--- config.mk ---
export PLATFORM = sky130hd
export DESIGN_NAME = matrix4x4_multiply
export DESIGN_NICKNAME = d
export VERILOG_FILES = /design/src/hdl/mm4_pkg.sv /design/src/hdl/mm4_ctrl.sv /design/src/hdl/mm4_dp.sv /design/src/hdl/matrix4x4_multiply.sv
export SDC_FILE = /design/constraint.sdc
export NUM_CORES = 2
export LEC_CHECK = 0
export BUFFER_PORTS_ARGS = -buffer_cell sky130_fd_sc_hd__buf_2
export CORE_MARGIN = 4
export CORE_UTILIZATION = 39
export CTS_CLUSTER_DIAMETER = 50
export DETAILED_ROUTE_END_ITERATION = 7
export HOLD_SLACK_MARGIN = 0.03
export SETUP_SLACK_MARGIN = 0.2
export SLEW_MARGIN = 20
export SYNTH_ARGS = -nofsm -noshare
export SYNTH_HDL_FRONTEND = slang
export SYNTH_SLANG_ARGS = --single-unit
--- constraint.sdc ---
create_clock -name clk -period 8 [get_ports clk]
set_input_delay 2.4 -clock clk [delete_from_list [all_inputs] [get_ports clk]]
set_output_delay 2.4 -clock clk [all_outputs]
set_load 0.005 [all_outputs]
--- src/hdl/mm4_pkg.sv ---
`timescale 1ns / 1ps
`default_nettype none
// ---------------------------------------------------------------------------
// mm4_pkg
// Shared types and constants of the 4x4 fixed-point matrix multiplier.
// ---------------------------------------------------------------------------
package mm4_pkg;

  localparam int FRAC_BITS   = 16;            // fraction bits of Q16.16
  localparam int ELEM_W      = 32;            // element width
  localparam int PROD_W      = 2 * ELEM_W;    // full product width
  localparam int ACC_W       = PROD_W + 2;    // sum of four products
  localparam int LOAD_W      = 5;             // 32 load positions
  localparam int IDX_W       = 4;             // 16 entries per matrix
  localparam int OUT_TDATA_W = 40;            // row, col, value, zero pad

  localparam logic [LOAD_W-1:0] LOAD_LAST = 5'd31;
  localparam logic [IDX_W-1:0]  ELEM_LAST = 4'd15;
  localparam logic [ELEM_W-1:0] SAT_MAX   = 32'h7FFF_FFFF;
  localparam logic [ELEM_W-1:0] SAT_MIN   = 32'h8000_0000;

  // Commands from the controller to the datapath.
  typedef struct packed {
    logic              wr_en;      // store in_value at wr_addr
    logic [LOAD_W-1:0] wr_addr;    // bit 4 selects the right matrix
    logic              mac_en;     // read one left/right operand pair
    logic              mac_first;  // first of four terms: restart the sum
    logic [IDX_W-1:0]  rd_a;       // left entry (row, k)
    logic [IDX_W-1:0]  rd_b;       // right entry (k, col)
    logic              final_en;   // shift, saturate and register result
    logic [IDX_W-1:0]  elem;       // product element (row, col)
  } cmd_t;

endpackage
`default_nettype wire

--- src/hdl/mm4_ctrl.sv ---
`timescale 1ns / 1ps
`default_nettype none
// ---------------------------------------------------------------------------
// mm4_ctrl
// Sequencer: load 32 elements, then run four MACs per product element.
// ---------------------------------------------------------------------------
module mm4_ctrl (
  input  wire logic          clk,
  input  wire logic          rst_n,
  input  wire logic          in_tvalid,
  input  wire logic          in_restart,
  output logic               in_tready,
  output logic               out_tvalid,
  input  wire logic          out_tready,
  output mm4_pkg::cmd_t      cmd
);

  localparam logic [2:0] S_LOAD  = 3'd0;
  localparam logic [2:0] S_MAC   = 3'd1;
  localparam logic [2:0] S_DRAIN = 3'd2;
  localparam logic [2:0] S_FINAL = 3'd3;
  localparam logic [2:0] S_OUT   = 3'd4;

  logic [2:0]                   state_r, state_nxt;
  logic [mm4_pkg::LOAD_W-1:0]   load_cnt_r, load_cnt_nxt;
  logic [mm4_pkg::IDX_W-1:0]    elem_r, elem_nxt;
  logic [1:0]                   k_r, k_nxt;
  logic                         drain_r, drain_nxt;
  logic [mm4_pkg::LOAD_W-1:0]   wr_addr;

  assign wr_addr = in_restart ? '0 : load_cnt_r;

  always_comb begin
    state_nxt    = state_r;
    load_cnt_nxt = load_cnt_r;
    elem_nxt     = elem_r;
    k_nxt        = k_r;
    drain_nxt    = drain_r;
    in_tready    = 1'b0;
    out_tvalid   = 1'b0;
    cmd.wr_en     = 1'b0;
    cmd.wr_addr   = wr_addr;
    cmd.mac_en    = 1'b0;
    cmd.mac_first = (k_r == 2'd0);
    cmd.rd_a      = {elem_r[3:2], k_r};
    cmd.rd_b      = {k_r, elem_r[1:0]};
    cmd.final_en  = 1'b0;
    cmd.elem      = elem_r;
    case (state_r)
      S_LOAD: begin
        in_tready = 1'b1;
        if (in_tvalid) begin
          cmd.wr_en = 1'b1;
          if (wr_addr == mm4_pkg::LOAD_LAST) begin
            load_cnt_nxt = '0;
            elem_nxt     = '0;
            k_nxt        = '0;
            state_nxt    = S_MAC;
          end else begin
            load_cnt_nxt = wr_addr + 1'b1;
          end
        end
      end
      S_MAC: begin
        cmd.mac_en = 1'b1;
        k_nxt      = k_r + 1'b1;
        if (k_r == 2'd3) begin
          drain_nxt = 1'b0;
          state_nxt = S_DRAIN;
        end
      end
      S_DRAIN: begin
        // wait for the multiplier and accumulator to settle
        drain_nxt = 1'b1;
        if (drain_r) begin
          state_nxt = S_FINAL;
        end
      end
      S_FINAL: begin
        cmd.final_en = 1'b1;
        state_nxt    = S_OUT;
      end
      S_OUT: begin
        out_tvalid = 1'b1;
        if (out_tready) begin
          if (elem_r == mm4_pkg::ELEM_LAST) begin
            state_nxt = S_LOAD;
          end else begin
            elem_nxt  = elem_r + 1'b1;
            k_nxt     = '0;
            state_nxt = S_MAC;
          end
        end
      end
      default: begin
        state_nxt = S_LOAD;
      end
    endcase
  end

  always_ff @(posedge clk) begin
    if (!rst_n) begin
      state_r    <= S_LOAD;
      load_cnt_r <= '0;
      elem_r     <= '0;
      k_r        <= '0;
      drain_r    <= 1'b0;
    end else begin
      state_r    <= state_nxt;
      load_cnt_r <= load_cnt_nxt;
      elem_r     <= elem_nxt;
      k_r        <= k_nxt;
      drain_r    <= drain_nxt;
    end
  end

  // Loading and result delivery never overlap.
  a_no_overlap: assert property (@(posedge clk) disable iff (!rst_n)
    !(in_tready && out_tvalid))
    else $error("input and output open together");

  // The 32nd element starts the first MAC run at element zero.
  a_load_done: assert property (@(posedge clk) disable iff (!rst_n)
    (in_tvalid && in_tready && wr_addr == mm4_pkg::LOAD_LAST)
    |=> (state_r == S_MAC && k_r == 2'd0 && elem_r == '0 && load_cnt_r == '0))
    else $error("load completion did not start the product");

  // A result register load is always followed by an offer on the output.
  a_final_out: assert property (@(posedge clk) disable iff (!rst_n)
    (state_r == S_FINAL) |=> out_tvalid)
    else $error("result not offered after finalize");

  // A stalled result keeps its element index.
  a_hold_elem: assert property (@(posedge clk) disable iff (!rst_n)
    (out_tvalid && !out_tready) |=> (out_tvalid && $stable(elem_r)))
    else $error("stalled result moved");

  // After the last product element the block loads again.
  a_back_to_load: assert property (@(posedge clk) disable iff (!rst_n)
    (out_tvalid && out_tready && elem_r == mm4_pkg::ELEM_LAST) |=> in_tready)
    else $error("no return to load after last element");

endmodule
`default_nettype wire

--- src/hdl/mm4_dp.sv ---
`timescale 1ns / 1ps
`default_nettype none
// ---------------------------------------------------------------------------
// mm4_dp
// Matrix stores, shared multiplier, 66-bit accumulator and saturation.
// ---------------------------------------------------------------------------
module mm4_dp (
  input  wire logic                        clk,
  input  wire logic                        rst_n,
  input  wire mm4_pkg::cmd_t               cmd,
  input  wire logic [mm4_pkg::ELEM_W-1:0]  in_value,
  output logic [1:0]                       out_row,
  output logic [1:0]                       out_col,
  output logic [mm4_pkg::ELEM_W-1:0]       out_value,
  output logic                             out_overflow,
  output logic                             out_last
);

  logic [mm4_pkg::ELEM_W-1:0] left_mem  [16];
  logic [mm4_pkg::ELEM_W-1:0] right_mem [16];

  logic signed [mm4_pkg::ELEM_W-1:0] a_r, b_r;
  logic signed [mm4_pkg::PROD_W-1:0] prod_r;
  logic signed [mm4_pkg::ACC_W-1:0]  acc_r, acc_nxt;
  logic signed [mm4_pkg::ACC_W-1:0]  shifted;
  logic                              rd_v_r, rd_first_r;
  logic                              prod_v_r, prod_first_r;
  logic                              fits;
  logic [mm4_pkg::ELEM_W-1:0]        sat_value;

  // Stores: one write port, registered read.
  always_ff @(posedge clk) begin
    if (cmd.wr_en && !cmd.wr_addr[4]) begin
      left_mem[cmd.wr_addr[3:0]] <= in_value;
    end
    if (cmd.wr_en && cmd.wr_addr[4]) begin
      right_mem[cmd.wr_addr[3:0]] <= in_value;
    end
    if (cmd.mac_en) begin
      a_r <= left_mem[cmd.rd_a];
      b_r <= right_mem[cmd.rd_b];
    end
  end

  always_ff @(posedge clk) begin
    if (!rst_n) begin
      rd_v_r   <= 1'b0;
      prod_v_r <= 1'b0;
    end else begin
      rd_v_r   <= cmd.mac_en;
      prod_v_r <= rd_v_r;
    end
  end

  always_comb begin
    acc_nxt = prod_first_r ? mm4_pkg::ACC_W'(prod_r)
                           : acc_r + mm4_pkg::ACC_W'(prod_r);
  end

  always_ff @(posedge clk) begin
    rd_first_r   <= cmd.mac_first;
    prod_first_r <= rd_first_r;
    if (rd_v_r) begin
      prod_r <= a_r * b_r;
    end
    if (prod_v_r) begin
      acc_r <= acc_nxt;
    end
  end

  // Arithmetic shift, then saturate when the top bits are not all sign.
  assign shifted   = acc_r >>> mm4_pkg::FRAC_BITS;
  assign fits      = (&shifted[mm4_pkg::ACC_W-1:mm4_pkg::ELEM_W-1]) ||
                     !(|shifted[mm4_pkg::ACC_W-1:mm4_pkg::ELEM_W-1]);
  assign sat_value = acc_r[mm4_pkg::ACC_W-1] ? mm4_pkg::SAT_MIN : mm4_pkg::SAT_MAX;

  always_ff @(posedge clk) begin
    if (cmd.final_en) begin
      out_row      <= cmd.elem[3:2];
      out_col      <= cmd.elem[1:0];
      out_value    <= fits ? shifted[mm4_pkg::ELEM_W-1:0] : sat_value;
      out_overflow <= !fits;
      out_last     <= (cmd.elem == mm4_pkg::ELEM_LAST);
    end
  end

endmodule
`default_nettype wire

--- src/hdl/matrix4x4_multiply.sv ---
`timescale 1ns / 1ps
`default_nettype none
// ---------------------------------------------------------------------------
// matrix4x4_multiply
// 4x4 signed Q16.16 matrix product with one shared 32x32 multiplier.
// ---------------------------------------------------------------------------
// Usage:
//   Send 32 elements on the in_ channel, one per transaction: the 16 left
//   elements, then the 16 right ones, both row-major. in_tuser set marks a
//   transaction as left element zero and drops any partial load.
//   After the 32nd element the out_ channel delivers the 16 product
//   elements row-major; out_tlast marks row 3, column 3 and out_tuser flags
//   a value clamped to the 32-bit range.
// Timing:
//   Loading takes one element per cycle while in_tvalid is high. After
//   each handoff (or the last load) the next product element runs 4 MACs
//   on the shared multiplier, waits in the drain state while the product
//   and sum registers settle, passes the finalize state, then sits in the
//   output register.
// Reset and stalls:
//   rst_n (synchronous, active low) returns the block to loading with the
//   element count at zero. While out_tready is low the result holds and no
//   further MAC runs start; in_tready stays low until the last product
//   element has been taken.
// ---------------------------------------------------------------------------
module matrix4x4_multiply (
  input  wire logic                             clk,
  input  wire logic                             rst_n,
  // input channel
  input  wire logic                             in_tvalid,
  output logic                                  in_tready,
  input  wire logic [mm4_pkg::ELEM_W-1:0]       in_tdata,   // [31:0] elem_value
  input  wire logic                             in_tuser,   // [0] restart
  // result channel
  output logic                                  out_tvalid,
  input  wire logic                             out_tready,
  output logic [mm4_pkg::OUT_TDATA_W-1:0]       out_tdata,  // [1:0] out_row,
                                                            // [3:2] out_col,
                                                            // [35:4] out_value,
                                                            // [39:36] zero
  output logic                                  out_tuser,  // [0] overflow
  output logic                                  out_tlast
);

  mm4_pkg::cmd_t              cmd;
  logic [1:0]                 res_row, res_col;
  logic [mm4_pkg::ELEM_W-1:0] res_value;

  // Sequencer: load counter, MAC steps, output handshake.
  mm4_ctrl u_ctrl (
    .clk        (clk),
    .rst_n      (rst_n),
    .in_tvalid  (in_tvalid),
    .in_restart (in_tuser),
    .in_tready  (in_tready),
    .out_tvalid (out_tvalid),
    .out_tready (out_tready),
    .cmd        (cmd)
  );

  // Datapath: stores, multiplier, accumulator, saturation, result register.
  mm4_dp u_dp (
    .clk          (clk),
    .rst_n        (rst_n),
    .cmd          (cmd),
    .in_value     (in_tdata),
    .out_row      (res_row),
    .out_col      (res_col),
    .out_value    (res_value),
    .out_overflow (out_tuser),
    .out_last     (out_tlast)
  );

  // Pack the result fields, lowest first, zero-fill to a whole byte.
  assign out_tdata = {4'b0000, res_value, res_col, res_row};

endmodule
`default_nettype wire
==> impl_metrics.yaml <==
synthesis:
  synth_top_flop_cell: "edfxtp_1"
  yosys.cell_count.top_type: "edfxtp_1"
  yosysUniqueCellTypes: 95
  synth.yosys.seq_area_share_pct: 43.6
  yosys-top-cells-area: "edfxtp_1, fa_1, mux4_2, inv_1, and2_1"
  synth_area_leader_cell: "edfxtp_1"
  synth-edff-count: 1256
  yosysWarnings: 0
  syn_inst: 6422
  post_synth_design_cell_area_mm2: 0.0874
  synth_async_sr_flop_share_pct: 0
  ys_top_cells_by_count: "edfxtp_1, fa_1, inv_1"
  synth_top_cell_area_share_pct: 43.2
  synth-seq-cells: 1275
  average_footprint_of_a_synthesized_cell_um2: 13.6
worst_setup_path:
  critPathTopFamily: "adder cells"
  worstSetupPathType: "flip-flop to flip-flop"
  critPathBufInv: 7
  cpMostUsedCell: "fa_1"
  worst_path_max_delay_cell: "fa_1"
  critPathMaxFanout: 8
  crit_path_end_kind: "flip-flop"
  crit_chain: "buf_6 -> clkbuf_16 -> and2_1 -> fa_1 -> inv_1 -> fa_1 -> inv_1 -> fa_1 -> fa_1 -> fa_1 -> fa_1 -> fa_1 -> inv_1 -> fa_1 -> inv_1 -> ha_4 -> nand4_1 -> or3_4 -> o211a_4 -> o31ai_4 -> buf_6 -> nand3_2 -> o21ai_2 -> xor2_1"
  worst_ep_arrival_time_ns: 8.34
  worstSetupStartpointType: "flip-flop"
  worst-endpoint-required_ns: 8.51
  cpPeakStageDelay_ns: 0.62
power:
  power_density_mw_per_mm2: 141
  internal-power_mw: 11.0
  power_switching_share_pct: 21.0
  worst_ir_drop_vdd_uv: 191
  switching_pwr_mw: 2.93
  power_leakage_nw: 38.6
  share_of_total_power_in_combinational_logic_pct: 1.1
  share_clk_of_total_power_pct: 46.2
  sequentialPowerShare_pct: 52.8
cts:
  cts_root_buffer: "clkbuf_16"
  clock_insertion_delay_worst_skew_ns: 0.82
  cts_num_sinks: 1275
  clkTransAtPathRegs_ns: 0.06
  clock_h_tree_levels: 4
  cts-buffers-inserted: 142
  tritoncts: "yes"
  clock_tree.buffer_depth: 3
final_layout:
  area.growth.synth_to_final_pct: 13.0
  finalInstanceArea_mm2: 0.0987
  combined_area_of_the_multi_input_logic_cells_mm2: 0.0452
  final_cells: 9684
  total_of_fill_cells_in_the_finished_design: 19956
  nNetsFinal: 7970
  area.sequential_mm2: 0.0381
  final_layout_size_suffix_gt1_share_pct: 16.0
placement:
  routability_congestion_estimate_from_global_placement: 0.883
  numPortBuffers: 76
  placed_cell_area_mm2: 0.0928
  detailedPlace.worstSlack_ns: -0.0839
  dp.cells: 9365
  hpwlAfterDp_um: 148000
detailed_routing:
  dr_total_vias: 50048
  residual_drc_count: 0
  antenna_violating_nets_post_route: 0
  drt_iter0_drc: 3752
  first_pass_iters: 6
  drt-vias-per-instance: 5.17
  wl_um: 215000
  route.detailed.wl_per_inst_um: 22.2
floorplan:
  core_region_area_mm2: 0.223
  die_w_um: 481
  floorplan.initialDensity_pct: 39.3
  fp.dieH_um: 481
  rows: 173
  pin_count: 81
  floorplan.die_area_mm2: 0.232
flow_run:
  timing.max_cap.violations: 0
status:
  status: "complete, no violations"
global_routing:
  grtUsageMet2_pct: 29.5
  grt_pass1_wl_um: 330000
  vias_in_the_first_global_route: 54026
  grt_use_met1_pct: 25.9
  grtUsageMet3_pct: 4.85
  overflow_left_after_global_routing: 0
  antenna_found_initial: 18
  grt_use_total_pct: 18.7
  grt_most_used_layer: "met2"
  grt_start_max_net_pins: 90
sta:
  setup_viol_count_final: 0
  worst_pin_slew_ns: 1.07
  max_freq_mhz: 128
  min_period_over_period_pct: 97.8
  timing.clock.skew_ns: 0.0813
  fin_crit_ns: 7.83
  final-max-slew-violation-count: 0
  rsz0062_at_grt: "yes"
  fin_tns_setup_ns: 0
  hold_slack_ns: 0.471
  setup_ws_ns: 0.173
  final-hold-violation-count: 0
  maxSlewHeadroom_pct: 28.5
worst_hold_path:
  min_path_type: "flip-flop to flip-flop"
## worst paths after layout
path / from / endpoint / slack (ns) / cells after the start
setup reg to reg: u_dp.b_r[20]$_DFFE_PP_ / u_dp.prod_r[57]$_DFFE_PP_ / 0.17 / 24
hold reg to reg: u_ctrl.load_cnt_r[4]$_SDFFE_PN0P_ / u_ctrl.load_cnt_r[4]$_SDFFE_PN0P_ / 0.47 / 2
setup / recovery: u_dp.b_r[20]$_DFFE_PP_ / u_dp.prod_r[57]$_DFFE_PP_ / 0.17 / 24
hold / removal: u_ctrl.load_cnt_r[4]$_SDFFE_PN0P_ / u_ctrl.load_cnt_r[4]$_SDFFE_PN0P_ / 0.47 / 2
## layout by cell type, fill, tap and decap left out, types with 82 or more instances in the layout
| cell type | n |
|---|---|
| a21o_1 | 117 |
| a21oi_1 | 124 |
| and2_1 | 529 |
| buf_4 | 204 |
| clkbuf_16 | 148 |
| edfxtp_1 | 1256 |
| fa_1 | 1048 |
| ha_1 | 236 |
| inv_1 | 972 |
| mux4_2 | 320 |
| nand2_1 | 627 |
| nor2_1 | 106 |
| o21ai_0 | 105 |
| xnor2_1 | 82 |
## registers in the layout, summed over array words and instances, names as in the netlist, 3 cells and up
register	flops
u_ctrl.state_r	3
u_dp.out_value	32
u_dp.prod_r	64
u_ctrl.elem_r	4
u_dp.b_r	32
u_dp.left_mem	512
u_dp.right_mem	512
u_dp.a_r	32
u_ctrl.load_cnt_r	5
u_dp.acc_r	66
## worst reg2reg max path, cell delays in order (launching register included)
cell,delay [ns]
edfxtp_1,0.50
buf_6,0.19
clkbuf_16,0.18
and2_1,0.16
fa_1,0.55
inv_1,0.06
fa_1,0.49
inv_1,0.06
fa_1,0.51
fa_1,0.62
fa_1,0.47
fa_1,0.46
fa_1,0.57
inv_1,0.07
fa_1,0.50
inv_1,0.08
ha_4,0.31
nand4_1,0.31
or3_4,0.46
o211a_4,0.28
o31ai_4,0.24
buf_6,0.16
nand3_2,0.08
o21ai_2,0.16
xor2_1,0.08
## cell families after synthesis
group / synth area share [%]
flops: 43.6
compound gates: 3.97
mux: 8.37
simple gates: 8.58
xor+xnor: 1.29
buf+inv: 5.70
fa+ha+maj: 28.5
other cells: 0.00429
## per-stage QoR
step           total power [mW]  utilization, %
3_5_place_dp               7.63            41.7
6_report                   13.9            44.4
2_1_floorplan              7.52               -
4_1_cts                    14.1            43.9
3_3_place_gp               7.62            41.7
5_1_grt                    14.4            44.4
## power groups by stage
stage / Clock (mW) / Combinational (mW) / Sequential, mW
after floorplan: 0 / 0.0349 / 7.48
after global placement: 0 / 0.141 / 7.48
after detailed placement: 0 / 0.150 / 7.48
after CTS: 6.59 / 0.150 / 7.34
after global routing: 6.87 / 0.163 / 7.34
final: 6.42 / 0.149 / 7.34
## repair_timing
item                                    in CTS  in global routing
setup buffers                               13                 39
pin swaps                                    0                 82
cloned                                       0                  7
hold buffers                                 0                  0
resized for setup                           19                144
endpoints found under the setup margin      11                 24
## metal layers
layer / wire [um] / up-vias
met1: 92200 / 26279
met5: 91 / -
met4: 6140 / 14
met3: 17000 / 320
met2: 99400 / 1531
li1: - / 21904
## area by class of cell
class / instances / area share, %
inverters: 982 / 3.74
repair buffers: 357 / 3.38
multi-input cells: 3835 / 45.8
diodes: 4 / 0.0101
well taps: 2975 / 3.77
flip-flops and latches: 1275 / 38.6
clock inverters: 78 / 1.00
clock buffers: 178 / 3.74
No activity file was read; power rests on OpenSTA's default activity.
